<file path="src/sv/tcsa_pkg.sv">
// Shared types, widths and helper functions for the three-channel sample averager.
// No dependencies; every other file refers to it by scoped names.
`default_nettype none

package tcsa_pkg;

    localparam int SAMPLE_BITS = 16;
    localparam int COUNT_BITS  = 8;
    localparam int SUM_BITS    = SAMPLE_BITS + COUNT_BITS;
    localparam int LANES       = 3;
    localparam int STEP_BITS   = $clog2(SUM_BITS);
    localparam int QUEUE_AW    = 1;
    localparam int QUEUE_DEPTH = 2 ** QUEUE_AW;

    localparam logic [COUNT_BITS-1:0] COUNT_RESET = COUNT_BITS'(1);
    localparam logic [STEP_BITS-1:0]  STEP_LAST   = STEP_BITS'(SUM_BITS - 1);

    typedef enum logic [1:0] {
        PH_START    = 2'd0,
        PH_ACQUIRE  = 2'd1,
        PH_FINISHED = 2'd2
    } t_phase;

    typedef enum logic [1:0] {
        DIV_IDLE,
        DIV_RUN,
        DIV_PACK,
        DIV_OUT
    } t_div_state;

    typedef struct packed {
        logic                          kind;
        logic signed [SAMPLE_BITS-1:0] sample_x;
        logic signed [SAMPLE_BITS-1:0] sample_y;
        logic signed [SAMPLE_BITS-1:0] sample_z;
    } t_in_item;

    typedef struct packed {
        logic                          done_res;
        logic signed [SAMPLE_BITS-1:0] avg_x;
        logic signed [SAMPLE_BITS-1:0] avg_y;
        logic signed [SAMPLE_BITS-1:0] avg_z;
    } t_out_item;

    // One queued job: the acquisition state left by one item.
    typedef struct packed {
        logic                       done;
        logic [COUNT_BITS-1:0]      count;
        logic signed [SUM_BITS-1:0] sum_x;
        logic signed [SUM_BITS-1:0] sum_y;
        logic signed [SUM_BITS-1:0] sum_z;
    } t_job;

    function automatic logic [SUM_BITS-1:0] magnitude(input logic signed [SUM_BITS-1:0] s);
        logic [SUM_BITS-1:0] u;
        u = SUM_BITS'(s);
        return s[SUM_BITS-1] ? (~u + SUM_BITS'(1)) : u;
    endfunction

    // Apply the sign to a quotient magnitude and clamp to the sample range.
    function automatic logic signed [SAMPLE_BITS-1:0] signed_clamp(
        input logic                neg,
        input logic [SUM_BITS-1:0] q
    );
        logic [SUM_BITS-1:0]    pos_max;
        logic [SAMPLE_BITS-1:0] qs;
        pos_max = SUM_BITS'((2 ** (SAMPLE_BITS - 1)) - 1);
        qs      = q[SAMPLE_BITS-1:0];
        if (!neg) begin
            return (q > pos_max) ? SAMPLE_BITS'(pos_max) : qs;
        end
        if (q > pos_max + SUM_BITS'(1)) begin
            return {1'b1, {(SAMPLE_BITS-1){1'b0}}};
        end
        return ~qs + SAMPLE_BITS'(1);
    endfunction

endpackage

`default_nettype wire

</file>
<file path="src/sv/three_channel_sample_averager.sv">
// Three-channel sample averager, top level: front part, job queue and divider back part.
// Depends on tcsa_pkg, tcsa_front, tcsa_queue and tcsa_divider.
//
// Each input beat is either a start command or a frame of three signed samples.
// After a start the first frame is dropped and clears the sums; the frames that
// follow are summed per channel until sample_count frames are in, the frame after
// that ends the acquisition, and later frames are ignored. Every input beat gives
// exactly one output beat: the done flag and the three averages (sum divided by
// sample_count, truncated toward zero, clamped to the sample range; zero when the
// count is zero). The front part updates the acquisition state in the cycle a beat
// is taken and writes a job into a two-entry queue; input stall rises only while
// that queue is full. The back part divides all three channels together with a
// restoring divider, one quotient bit per cycle, and it finishes one item,
// including any output stall, before it takes the next; that divider sets the
// sustained rate. sample_count takes effect on the next beat and must be written
// only while the block is idle.
`default_nettype none

module three_channel_sample_averager (
    input  wire logic                            i_clk,
    input  wire logic                            i_rst_n,
    input  wire logic                            i_cfg_wr_en,
    input  wire logic [tcsa_pkg::COUNT_BITS-1:0] i_cfg_wr_data,
    input  wire logic                            i_in_valid,
    output logic                                 o_in_stall,
    input  wire tcsa_pkg::t_in_item              i_in_item,
    output logic                                 o_out_valid,
    input  wire logic                            i_out_stall,
    output tcsa_pkg::t_out_item                  o_out_item
);

    logic           in_accept;
    logic           q_full;
    logic           q_nonempty;
    logic           q_pop;
    tcsa_pkg::t_job front_job;
    tcsa_pkg::t_job head_job;

    // take a beat whenever the queue has room
    assign o_in_stall = q_full;
    assign in_accept  = i_in_valid & ~q_full;

    tcsa_front u_front (
        .i_clk         (i_clk),
        .i_rst_n       (i_rst_n),
        .i_cfg_wr_en   (i_cfg_wr_en),
        .i_cfg_wr_data (i_cfg_wr_data),
        .i_accept      (in_accept),
        .i_item        (i_in_item),
        .o_job         (front_job)
    );

    tcsa_queue u_queue (
        .i_clk      (i_clk),
        .i_rst_n    (i_rst_n),
        .i_push     (in_accept),
        .i_job      (front_job),
        .o_full     (q_full),
        .i_pop      (q_pop),
        .o_nonempty (q_nonempty),
        .o_job      (head_job)
    );

    // hold each result beat in the divider's output register until taken
    tcsa_divider u_divider (
        .i_clk       (i_clk),
        .i_rst_n     (i_rst_n),
        .i_job_valid (q_nonempty),
        .i_job       (head_job),
        .o_pop       (q_pop),
        .o_valid     (o_out_valid),
        .i_stall     (i_out_stall),
        .o_item      (o_out_item)
    );

endmodule

`default_nettype wire

</file>
<file path="src/sv/tcsa_front.sv">
// Front part: takes commands and frames, keeps the acquisition state, emits jobs.
// Depends on tcsa_pkg.
`default_nettype none

module tcsa_front (
    input  wire logic                          i_clk,
    input  wire logic                          i_rst_n,
    input  wire logic                          i_cfg_wr_en,
    input  wire logic [tcsa_pkg::COUNT_BITS-1:0] i_cfg_wr_data,
    input  wire logic                          i_accept,
    input  wire tcsa_pkg::t_in_item            i_item,
    output tcsa_pkg::t_job                     o_job
);

    tcsa_pkg::t_phase                       r_phase, n_phase;
    logic [tcsa_pkg::COUNT_BITS-1:0]        r_count;
    logic [tcsa_pkg::COUNT_BITS-1:0]        r_frames, n_frames;
    logic signed [tcsa_pkg::SUM_BITS-1:0]   r_sum_x, n_sum_x;
    logic signed [tcsa_pkg::SUM_BITS-1:0]   r_sum_y, n_sum_y;
    logic signed [tcsa_pkg::SUM_BITS-1:0]   r_sum_z, n_sum_z;

    always_comb begin
        n_phase  = r_phase;
        n_frames = r_frames;
        n_sum_x  = r_sum_x;
        n_sum_y  = r_sum_y;
        n_sum_z  = r_sum_z;
        if (i_item.kind) begin
            n_phase = tcsa_pkg::PH_START;
        end else begin
            case (r_phase)
                tcsa_pkg::PH_START: begin
                    // drop the first frame, clear the sums
                    n_frames = '0;
                    n_sum_x  = '0;
                    n_sum_y  = '0;
                    n_sum_z  = '0;
                    n_phase  = tcsa_pkg::PH_ACQUIRE;
                end
                tcsa_pkg::PH_ACQUIRE: begin
                    if (r_frames < r_count) begin
                        n_frames = r_frames + tcsa_pkg::COUNT_BITS'(1);
                        n_sum_x  = r_sum_x + tcsa_pkg::SUM_BITS'(i_item.sample_x);
                        n_sum_y  = r_sum_y + tcsa_pkg::SUM_BITS'(i_item.sample_y);
                        n_sum_z  = r_sum_z + tcsa_pkg::SUM_BITS'(i_item.sample_z);
                    end else begin
                        n_phase = tcsa_pkg::PH_FINISHED;
                    end
                end
                default: begin
                    n_phase = r_phase;
                end
            endcase
        end
        o_job.done  = (n_phase == tcsa_pkg::PH_FINISHED);
        o_job.count = r_count;
        o_job.sum_x = n_sum_x;
        o_job.sum_y = n_sum_y;
        o_job.sum_z = n_sum_z;
    end

    always_ff @(posedge i_clk) begin
        if (!i_rst_n) begin
            r_phase  <= tcsa_pkg::PH_FINISHED;
            r_count  <= tcsa_pkg::COUNT_RESET;
            r_frames <= '0;
            r_sum_x  <= '0;
            r_sum_y  <= '0;
            r_sum_z  <= '0;
        end else begin
            if (i_cfg_wr_en) begin
                r_count <= i_cfg_wr_data;
            end
            if (i_accept) begin
                r_phase  <= n_phase;
                r_frames <= n_frames;
                r_sum_x  <= n_sum_x;
                r_sum_y  <= n_sum_y;
                r_sum_z  <= n_sum_z;
            end
        end
    end

endmodule

`default_nettype wire

</file>
<file path="src/sv/tcsa_queue.sv">
// Short job queue between the front and back parts.
// Depends on tcsa_pkg.
`default_nettype none

module tcsa_queue (
    input  wire logic           i_clk,
    input  wire logic           i_rst_n,
    input  wire logic           i_push,
    input  wire tcsa_pkg::t_job i_job,
    output logic                o_full,
    input  wire logic           i_pop,
    output logic                o_nonempty,
    output tcsa_pkg::t_job      o_job
);

    tcsa_pkg::t_job                 r_slot [tcsa_pkg::QUEUE_DEPTH];
    logic [tcsa_pkg::QUEUE_AW-1:0]  r_wr_ptr;
    logic [tcsa_pkg::QUEUE_AW-1:0]  r_rd_ptr;
    logic [tcsa_pkg::QUEUE_AW:0]    r_fill;

    assign o_full     = (r_fill == (tcsa_pkg::QUEUE_AW+1)'(tcsa_pkg::QUEUE_DEPTH));
    assign o_nonempty = (r_fill != '0);
    assign o_job      = r_slot[r_rd_ptr];

    always_ff @(posedge i_clk) begin
        if (i_push) begin
            r_slot[r_wr_ptr] <= i_job;
        end
    end

    always_ff @(posedge i_clk) begin
        if (!i_rst_n) begin
            r_wr_ptr <= '0;
            r_rd_ptr <= '0;
            r_fill   <= '0;
        end else begin
            if (i_push) begin
                r_wr_ptr <= r_wr_ptr + tcsa_pkg::QUEUE_AW'(1);
            end
            if (i_pop) begin
                r_rd_ptr <= r_rd_ptr + tcsa_pkg::QUEUE_AW'(1);
            end
            case ({i_push, i_pop})
                2'b10:   r_fill <= r_fill + (tcsa_pkg::QUEUE_AW+1)'(1);
                2'b01:   r_fill <= r_fill - (tcsa_pkg::QUEUE_AW+1)'(1);
                default: r_fill <= r_fill;
            endcase
        end
    end

endmodule

`default_nettype wire

</file>
<file path="src/sv/tcsa_divider.sv">
// Back part: restoring divider, three lanes side by side, one quotient bit a cycle,
// then clamp and hold the result beat. Depends on tcsa_pkg.
`default_nettype none

module tcsa_divider (
    input  wire logic           i_clk,
    input  wire logic           i_rst_n,
    input  wire logic           i_job_valid,
    input  wire tcsa_pkg::t_job i_job,
    output logic                o_pop,
    output logic                o_valid,
    input  wire logic           i_stall,
    output tcsa_pkg::t_out_item o_item
);

    tcsa_pkg::t_div_state               r_state, n_state;
    logic [tcsa_pkg::SUM_BITS-1:0]      r_mag [tcsa_pkg::LANES];
    logic [tcsa_pkg::SUM_BITS-1:0]      n_mag [tcsa_pkg::LANES];
    logic [tcsa_pkg::COUNT_BITS-1:0]    r_rem [tcsa_pkg::LANES];
    logic [tcsa_pkg::COUNT_BITS-1:0]    n_rem [tcsa_pkg::LANES];
    logic [tcsa_pkg::LANES-1:0]         r_neg, n_neg;
    logic [tcsa_pkg::COUNT_BITS-1:0]    r_count, n_count;
    logic                               r_done, n_done;
    logic [tcsa_pkg::STEP_BITS-1:0]     r_step, n_step;
    tcsa_pkg::t_out_item                r_out, n_out;
    logic [tcsa_pkg::COUNT_BITS:0]      trial [tcsa_pkg::LANES];
    logic [tcsa_pkg::SAMPLE_BITS-1:0]   avg [tcsa_pkg::LANES];

    assign o_valid = (r_state == tcsa_pkg::DIV_OUT);
    assign o_item  = r_out;

    always_comb begin
        n_state = r_state;
        n_neg   = r_neg;
        n_count = r_count;
        n_done  = r_done;
        n_step  = r_step;
        n_out   = r_out;
        o_pop   = 1'b0;
        for (int l = 0; l < tcsa_pkg::LANES; l++) begin
            n_mag[l] = r_mag[l];
            n_rem[l] = r_rem[l];
            trial[l] = {r_rem[l], r_mag[l][tcsa_pkg::SUM_BITS-1]};
            avg[l]   = (r_count == '0) ? '0
                       : tcsa_pkg::signed_clamp(r_neg[l], r_mag[l]);
        end
        case (r_state)
            tcsa_pkg::DIV_IDLE: begin
                if (i_job_valid) begin
                    o_pop    = 1'b1;
                    n_count  = i_job.count;
                    n_done   = i_job.done;
                    n_step   = '0;
                    n_neg    = {i_job.sum_z[tcsa_pkg::SUM_BITS-1],
                                i_job.sum_y[tcsa_pkg::SUM_BITS-1],
                                i_job.sum_x[tcsa_pkg::SUM_BITS-1]};
                    n_mag[0] = tcsa_pkg::magnitude(i_job.sum_x);
                    n_mag[1] = tcsa_pkg::magnitude(i_job.sum_y);
                    n_mag[2] = tcsa_pkg::magnitude(i_job.sum_z);
                    for (int l = 0; l < tcsa_pkg::LANES; l++) begin
                        n_rem[l] = '0;
                    end
                    n_state  = tcsa_pkg::DIV_RUN;
                end
            end
            tcsa_pkg::DIV_RUN: begin
                // shift in the next dividend bit, subtract where it fits
                for (int l = 0; l < tcsa_pkg::LANES; l++) begin
                    if (trial[l] >= {1'b0, r_count}) begin
                        n_rem[l] = tcsa_pkg::COUNT_BITS'(trial[l] - {1'b0, r_count});
                        n_mag[l] = {r_mag[l][tcsa_pkg::SUM_BITS-2:0], 1'b1};
                    end else begin
                        n_rem[l] = trial[l][tcsa_pkg::COUNT_BITS-1:0];
                        n_mag[l] = {r_mag[l][tcsa_pkg::SUM_BITS-2:0], 1'b0};
                    end
                end
                n_step = r_step + tcsa_pkg::STEP_BITS'(1);
                if (r_step == tcsa_pkg::STEP_LAST) begin
                    n_state = tcsa_pkg::DIV_PACK;
                end
            end
            tcsa_pkg::DIV_PACK: begin
                n_out.done_res = r_done;
                n_out.avg_x    = avg[0];
                n_out.avg_y    = avg[1];
                n_out.avg_z    = avg[2];
                n_state        = tcsa_pkg::DIV_OUT;
            end
            tcsa_pkg::DIV_OUT: begin
                if (!i_stall) begin
                    n_state = tcsa_pkg::DIV_IDLE;
                end
            end
            default: begin
                n_state = tcsa_pkg::DIV_IDLE;
            end
        endcase
    end

    always_ff @(posedge i_clk) begin
        r_neg   <= n_neg;
        r_count <= n_count;
        r_done  <= n_done;
        r_step  <= n_step;
        r_out   <= n_out;
        for (int l = 0; l < tcsa_pkg::LANES; l++) begin
            r_mag[l] <= n_mag[l];
            r_rem[l] <= n_rem[l];
        end
    end

    always_ff @(posedge i_clk) begin
        if (!i_rst_n) begin
            r_state <= tcsa_pkg::DIV_IDLE;
        end else begin
            r_state <= n_state;
        end
    end

endmodule

`default_nettype wire
</file>
<file path="config.mk">
export PLATFORM = sky130hd
export DESIGN_NAME = three_channel_sample_averager
export DESIGN_NICKNAME = d
export VERILOG_FILES = /design/src/sv/tcsa_pkg.sv /design/src/sv/three_channel_sample_averager.sv /design/src/sv/tcsa_front.sv /design/src/sv/tcsa_queue.sv /design/src/sv/tcsa_divider.sv
export SDC_FILE = /design/constraint.sdc
export NUM_CORES = 1
export LEC_CHECK = 0
export ABC_AREA = 1
export BUFFER_PORTS_ARGS = -buffer_cell sky130_fd_sc_hd__buf_2
export CORE_MARGIN = 2
export CORE_UTILIZATION = 50
export DETAILED_ROUTE_END_ITERATION = 12
export GPL_TIMING_DRIVEN = 0
export PLACE_DENSITY_LB_ADDON = 0.12
export SYNTH_ARGS = -nofsm -noshare
export SYNTH_HDL_FRONTEND = slang
export SYNTH_SLANG_ARGS = --single-unit
</file>
<file path="constraint.sdc">
create_clock -name i_clk -period 12.1 [get_ports i_clk]
set_input_delay 1.815 -clock i_clk [delete_from_list [all_inputs] [get_ports i_clk]]
set_output_delay 1.815 -clock i_clk [all_outputs]
set_load 0.005 [all_outputs]
</file>
# == Yosys cells after proc, flatten, opt, wreduce, memory -nomap -nowiden ==
# Memory sizes are Yosys's and may differ from the RTL's. A register that Yosys moved wholly into a read port is not among the register bits.
# Cells that the tools add are included.
# classes
add_sub_neg,18
magnitude_cmp,10
mux,61
bitwise_logic,9
n_reduce_logical,11
eq_ne,13
# ops
cell,n
$mux W16,15
$mux W24,10
$pmux W24 S2,4
$pmux W72 S2,1
$add A24 B1 Y24 const B,3
$add A24 B16 Y24,3
$gt A24 B15 Y1 const B,3
$gt A24 B16 Y1 const B,3
$mux W72,1
$not A24 Y24,3
$add A16 B1 Y16 const B,3
$not A16 Y16,3
$mux W8,4
$ge A9 B8 Y1,3
$sub A8 B8 Y8,3
$pmux W8 S2,1
$mux W1,15
$eq A2 B2 Y1 const B,5
$mux W2,5
$pmux W5 S2,1
$add A8 B1 Y8 const B,1
$logic_not A8 Y1,1
$lt A8 B8 Y1,1
$pmux W2 S2,2
other kinds (17),28
# totals
mem_bits_rw,258
mem_count,3
regBits,162
# memory_table
memory,words,word_bits,read_ports,rd_clocked_by_memory_dff,wr,line,rtl
u_queue.r_slot,2,81,1,1,1,tcsa_queue.sv:16,tcsa_pkg::t_job r_slot [tcsa_pkg::QUEUE_DEPTH];
u_divider.r_mag,3,24,3,0,3,tcsa_divider.sv:17,logic [tcsa_pkg::SUM_BITS-1:0] r_mag [tcsa_pkg::LANES];
u_divider.r_rem,3,8,3,0,3,tcsa_divider.sv:19,logic [tcsa_pkg::COUNT_BITS-1:0] r_rem [tcsa_pkg::LANES];

# == Longest topological paths before layout ==
# Gate-level depths: netlist of the first run.
# logic_depth
ltp_word,6
depth_mapped,16
ltp_nobuf,16

# == Hierarchy ==
# From an unflattened synthesis of the first run, not the netlist that was laid out.
# unflattened
cells_unflattened,3473
hier_area_um2,27787.9
# by_module_without_submodules
mod,area_per_inst_um2,seq_area_each_um2,instances,cells_per_inst
tcsa_divider,11621.1,4904.7,1,1575
tcsa_front,9681.8,1801.7,1,1609
tcsa_queue,6475.0,4964.8,1,287
three_channel_sample_averager,10.0,0.0,1,2

# == Worst setup path before layout of the first run ==
# OpenSTA, ideal clock, no wires.
# synth_path
kind,reg-to-reg
start,register u_divider.r_state[1] (netlist name)
end,"memory u_divider.r_mag[0][0] in the netlist's numbering, enable pin"
t_arrival_ns,5.871
path_slack_ns,5.635
setup_ns,0.594
stages_incl_launch_ff,7
n_path_buf,2
cell_sequence,dfxtp_1 inv_1 ha_1 inv_1 clkbuf_1 buf_2 a21oi_1
# synth_lines
item,line
end: declaration,tcsa_divider.sv:17

# == Worst setup path after layout of the first run ==
# layout_path
start,input port i_in_valid
end,"memory u_queue.r_slot[1][74] in the netlist's numbering, enable pin"
# layout_between
elab_chain_cells,3
# layout_rtl
item,line,rtl
start: declaration,three_channel_sample_averager.sv:24,"input wire logic i_in_valid,"
$and A1 B1 Y1,three_channel_sample_averager.sv:41,assign in_accept = i_in_valid & ~q_full;
$mux W1,tcsa_queue.sv:26,if (i_push) begin
$mux W1 (implied by the code),tcsa_queue.sv:27,r_slot[r_wr_ptr] <= i_job;
end: declaration,tcsa_queue.sv:16,
# No other way between the ends.

==> flow_summary.toml, run 1 <==
[detailed_routing]
first_pass_iters = 5
m1WireLength_um = 36700
wl_per_cell_um = 17.13
dr_wl_met2_um = 34970
top_layer_used = "met4"
route.met3.wl_um = 5148
vias_per_cell = 5.316
drc = 0
antenna_left = 0
via_count = 24614
routed_wl_um = 79320
drt_iter0_drc = 2091

[timing]
slew_headroom_pct = 22.68
report.final.hold_viol_count = 0
timing.final.crit_share_pct = 31.16
worst_slew_pin_slew_ns = 1.152
rsz0062_at_grt = "false"
drv_slew = 0
clock_skew_ns = 0.03054
setup_viol = 0
fmax_ghz = 0.2652
period_minus_slack_ns = 3.771
fin_tns_setup_ns = 0

[setup_path]
reg2regPathDepth = 5
cp.arrival_ns = 4.06
max_stage_delay_ns = 0.87
rrSetupSlack_ns = 9.02
r2r_end = "u_queue.r_slot[1][31]"
cp.depth = 5
crit_start = "i_in_valid"
worst-setup-path-type = "input pin to flop"
crit_chain = "buf_2, o21ai_1, clkbuf_1, nor2_4, buf_12"
crit_family = "buffers and inverters"
path_buf_inv = 3
critPathRequiredTime_ns = 12.39
reg2reg_from = "u_queue.r_fill[0]"
endpoint_kind = "flop"
slowest_stage = "nor2_4"
endpoint = "u_queue.r_slot[1][74]"
cp_max_fo = 29
startpoint_type = "input pin"

[die]
dieArea_um2 = 56490
die_h_um = 237.7
io-pin-count = 113
core_um2 = 53920
die_x_um = 237.7
start_util_pct = 50.64
rows = 85

[placement]
placed_area_um2 = 28970
hpwl_um = 62520
gp_congestion = 0.9589
io_buffer_count = 112

[hold_path]
holdCritStartpoint = "u_divider.r_done"
hp-class = "flop to flop"

[clock_network]
numCtsBuffers = 47
cts-htree-levels = 2
postCtsSetupRepairBufs = 0
cts_tree = "yes"
clockBufferDepth = 3
clock_sinks = 421
clk_latency_ns = 0.60
clkSlewWorstSetupHoldPaths_ns = 0.06
cts_resized = 0
hold_buffers = 0
clockRootBuffer = "clkbuf_16"

[logic_synthesis]
synthTopCellsByArea = "edfxtp_1, nand2_1, dfxtp_1"
yosysUniqueCellTypes = 52
synth_top_area_share_pct = 35.63
synth-xor-area-share_pct = 2.245
synth_commonest_cells = "nand2_1, inv_1, edfxtp_1"
synth_area_leader_cell = "edfxtp_1"
synth_top_family_by_area = "simple AND/OR/NAND/NOR gates"
synth-simple-area-share_pct = 28.78
synth_cells = 3724
synthAdderAreaFrac_pct = 5.618
synth_mux_area_share_pct = 0.03666
synthMostInstantiatedCell = "nand2_1"
syn_area_um2 = 27300
post_synth.cell_area_avg_um2 = 7.332
synth_ff_type = "edfxtp_1"
synth_edf_count = 324
yosysWarnings = 0
yosysSeqAreaShare_pct = 42.74
synth-compound-area-share_pct = 11.18
synth_nets = 3905
synth_seq_cells = 421
ys_async_sr_fraction_pct = 0

[global_route]
antenna_found_initial = 1
groute.usage.overall_pct = 28.33
grt_pass1_vias = 22377
overflow = 0
grt_max_degree = 34
grt_pass1_wl_um = 124900

[finish]
nNetsFinal = 4075
drive_gt1_share_pct = 8.187
fin_area_um2 = 30560
syn2layout_area_growth_pct = 11.91

[outcome]
status = "complete, no violations"

[flow_run]
drv_cap = 0

[pwr]
power_leakage_nw = 14.03
vdd_ir_drop_max_uv = 134.6
powerDensity_nw_per_um2 = 235.9
metal layers:
metal | vias up | global-route usage [%]
met5 | - | 0
met4 | 0 | 9.663
met3 | 132 | 2.601
met2 | 809 | 44.68
met1 | 11133 | 40.95
li1 | 12540 | -
cell type report:
type,instances,area [um^2]
Fill cell,5231,23360
Buffer,113,539.3
Tap cell,696,870.8
Clock inverter,31,339.1
Multi-Input combinational cell,2650,13100
Clock buffer,57,1245
Antenna cell,1,2.502
Sequential cell,421,11670
Inverter,540,2027
Timing Repair Buffer,121,763.2
state kept, by name, summed over array words and instances (netlist names), 24 cells and up, named ones only:
register and count:
u_divider.o_item 49, u_divider.r_mag 72, u_divider.r_rem 24, u_front.r_sum_x 24, u_front.r_sum_y 24, u_front.r_sum_z 24, u_queue.r_slot 162
report_power, final:
part | switching, mW | internal [mW] | leakage, nW
logic | 2.26 | 1.04 | 9.36
clock network | 0.606 | 0.866 | 0.757
registers | 0.249 | 2.19 | 3.91
total | 3.11 | 4.10 | 14.0
placed cells by master, fill, tap and decap left out, drive strengths merged, types with 27 or more instances in the layout:
master and instances:
nand2 1181, inv 542, edfxtp 324, a21oi 294, nand3 280, nor2 271
o21ai 242, buf 178, ha 113, clkbuf 113, dfxtp 97, nand4 65
xor2 43, nor3 33, xnor2 27
worst min-delay path by stage:
stage	cells past startpoint	slack, ns	to
after floorplan	0	0.40	u_divider.o_item[48]
after global placement	0	0.41	u_divider.o_item[48]
after detailed placement	0	0.41	u_divider.o_item[48]
after CTS	0	0.42	u_divider.o_item[48]
after global routing	0	0.44	u_divider.o_item[48]
final	0	0.42	u_divider.o_item[48]
through the flow:
stage	hold WS (ns)	std cells	power [mW]	setup slack, ns	utilization (%)
3_3_place_gp	0.4056	4532	5.683	3.134	53.29
3_5_place_dp	0.4080	4541	5.714	7.699	53.73
4_1_cts	0.4227	4629	7.195	8.317	56.67
6_report	0.4191	4630	7.209	8.329	56.67
5_1_grt	0.4369	4629	7.719	8.223	56.67
2_1_floorplan	0.4003	3724	4.675	5.635	-
worst reg2reg max path, delay by kind of cell, from the launching register on:
| family | cells | cell delay [ns] |
|---|---|---|
| buffers and inverters | 3 | 1.23 |
| flip-flops | 1 | 0.29 |
| AO/OA/AOI/OAI | 1 | 0.90 |
| AND/OR/NAND/NOR | 1 | 0.38 |
cells by family after synthesis:
kind of cell | count (synthesis)
DFF | 421
muxes | 1
buffers and inverters | 653
and+or+nand+nor | 1880
AOI/OAI and AO/OA | 580
adders and majority gates | 119
xor gates and xnor gates | 70
Note: power is estimated with default switching activity, not from simulation.
==> run 2, diff against run 1 <==
- clock period: 12.1 -> 3.41 ns (I/O delays scaled with it)
==> run 2 against run 1 <==
Effect of this change:
- design area grew 0.18%
- sequential cell count is the same
- sequential share of layout area shrank 0.067 points
- via count is essentially flat
- worst hold slack lost 0.27 ns
- clock-buffer cell count grew 5
- setup slack lost 7.9 ns
- largest power group unchanged
- highest routed layer unchanged
==> flow_summary.toml, run 2 (same netlist as run 1, synthesis figures left out) <==
[clock_network]
clk_latency_ns = 0.60
cts_resized = 0
cts-htree-levels = 2
numCtsBuffers = 48
postCtsSetupRepairBufs = 0
clockRootBuffer = "clkbuf_16"
cts_tree = "yes"
hold_buffers = 0
clock_sinks = 421
clkSlewWorstSetupHoldPaths_ns = 0.06
clockBufferDepth = 3

[timing]
worst_slew_pin_slew_ns = 1.186
slew_headroom_pct = 20.40
clock_skew_ns = 0.02718
period_minus_slack_ns = 3.027
setup_ws_ns = 0.3833
report.final.hold_viol_count = 0
setup_viol = 0
drv_slew = 0
fmax_ghz = 0.3304
rsz0062_at_grt = "false"
timing.final.crit_share_pct = 88.76

[detailed_routing]
vias_per_cell = 5.318
antenna_left = 0
first_pass_iters = 5
routed_wl_um = 79350
drc = 0
drt_iter0_drc = 2003
wl_per_cell_um = 17.14
via_count = 24627

[finish]
layout.cells.most_common_list = "nand2_1, inv_1, edfxtp_1"
final_common_cell = "nand2_1"
syn2layout_area_growth_pct = 12.11
regMostFlops = "u_queue.r_slot"
final_util_pct = 56.77
largest_register_ff_count = 162
nNetsFinal = 4078
nFillCells = 5145
antenna_cells = 0
drive_gt1_share_pct = 8.259

[setup_path]
endpoint_kind = "flop"
crit_chain = "buf_2, o21ai_1, clkbuf_1, ha_1, inv_1, nand2_1, nor2_1, o21ai_0, a21oi_1"
path_buf_inv = 3
critPathRequiredTime_ns = 3.93
rrSetupSlack_ns = 0.38
cp_max_fo = 10
slowest_stage = "o21ai_1"
crit_family = "compound AO/OA/AOI/OAI gates"
cp.arrival_ns = 3.55
worst-setup-path-type = "flop to flop"
max_stage_delay_ns = 0.92
startpoint_type = "flop"

[die]
rows = 85
dieArea_um2 = 56490
core_um2 = 53920
io-pin-count = 113
start_util_pct = 50.64
die_h_um = 237.7
die_x_um = 237.7

[global_route]
antenna_found_initial = 0
grt_pass1_wl_um = 124300
groute.usage.overall_pct = 28.18
grt_max_degree = 34
overflow = 0
grt_pass1_vias = 22166

[pwr]
clock_power_share_pct = 20.5
internal-power_mw = 14.54
power_leakage_nw = 14.07
p_seq_share_pct = 33.8
p_sw_mw = 11.08
p_sw_share_pct = 43.24
powerDensity_nw_per_um2 = 836.9
pwr-share-comb_pct = 45.6
vdd_ir_drop_max_uv = 442.6

[placement]
gp_congestion = 0.9738
io_buffer_count = 112
hpwl_um = 62530
pre_cts_ws_ns = 0.4728

[outcome]
status = "complete, no violations"

[hold_path]
hp-class = "input pin to flop"

[flow_run]
drv_cap = 0
[run 2: cell count changes in the layout (fill, tap and decap cells not counted), moves of 2 or more]
cell,previous run,this run
clkbuf_8,1,5
bufinv_16,6,4
clkinv_1,8,6
clkinvlp_4,5,2
[run 2: path summary, 6_finish.rpt]
path                                         from              endpoint  cells after the start
worst max-delay path            u_queue.r_fill[0]     u_queue.r_fill[1]                      9
worst min-delay path             i_cfg_wr_data[0]    u_front.r_count[0]                      3
worst max register to register  u_queue.r_fill[0]     u_queue.r_fill[1]                      9
worst min register to register   u_divider.r_done  u_divider.o_item[48]                      0
[run 2: area by class of cell]
type	count	area, um^2	area share, %
well taps	696	870.8	2.845
inverters	540	2027	6.622
clock inverters	26	290.3	0.9483
multi-input cells	2650	13100	42.78
flip-flops and latches	421	11670	38.13
repair buffers	123	790.8	2.583
plain buffers	113	539.3	1.762
clock buffers	62	1325	4.329
[run 2: layer usage]
layer  share of wire (%)  GRT usage (%)
met5                   0              0
met4                 2.6          7.623
met3                 6.1          3.472
met2                  45          45.34
met1                  46          40.18
[run 2: power groups by stage]
stage | combinational (mW) | sequential (mW) | clock, mW
2_1_floorplan | 7.94 | 8.52 | 0
3_3_place_gp | 11.1 | 8.85 | 0
3_5_place_dp | 11.5 | 8.73 | 0
4_1_cts | 11.6 | 8.64 | 5.31
5_1_grt | 13.1 | 8.81 | 5.52
6_report | 11.7 | 8.67 | 5.26
[run 2: worst register-to-register path, cell delays in order (launching register included)]
cell	delay, ns
dfxtp_1	0.29
buf_2	0.15
o21ai_1	0.92
clkbuf_1	0.74
ha_1	0.36
inv_1	0.08
nand2_1	0.05
nor2_1	0.12
o21ai_0	0.09
a21oi_1	0.15
[run 2: stage by stage]
step | total power, mW | cells | hold slack (ns) | setup TNS, ns | area, um^2
finish | 25.62 | 4631 | 0.1528 | 0 | 30610
global route | 27.40 | 4631 | 0.1594 | 0 | 30610
CTS | 25.53 | 4631 | 0.1309 | 0 | 30610
detailed placement | 20.26 | 4543 | 0.4168 | 0 | 29000
global placement | 19.96 | 4532 | 0.4147 | -362.52 | 28750
floorplan | 16.46 | 3724 | 0.4003 | -5.640 | 27320
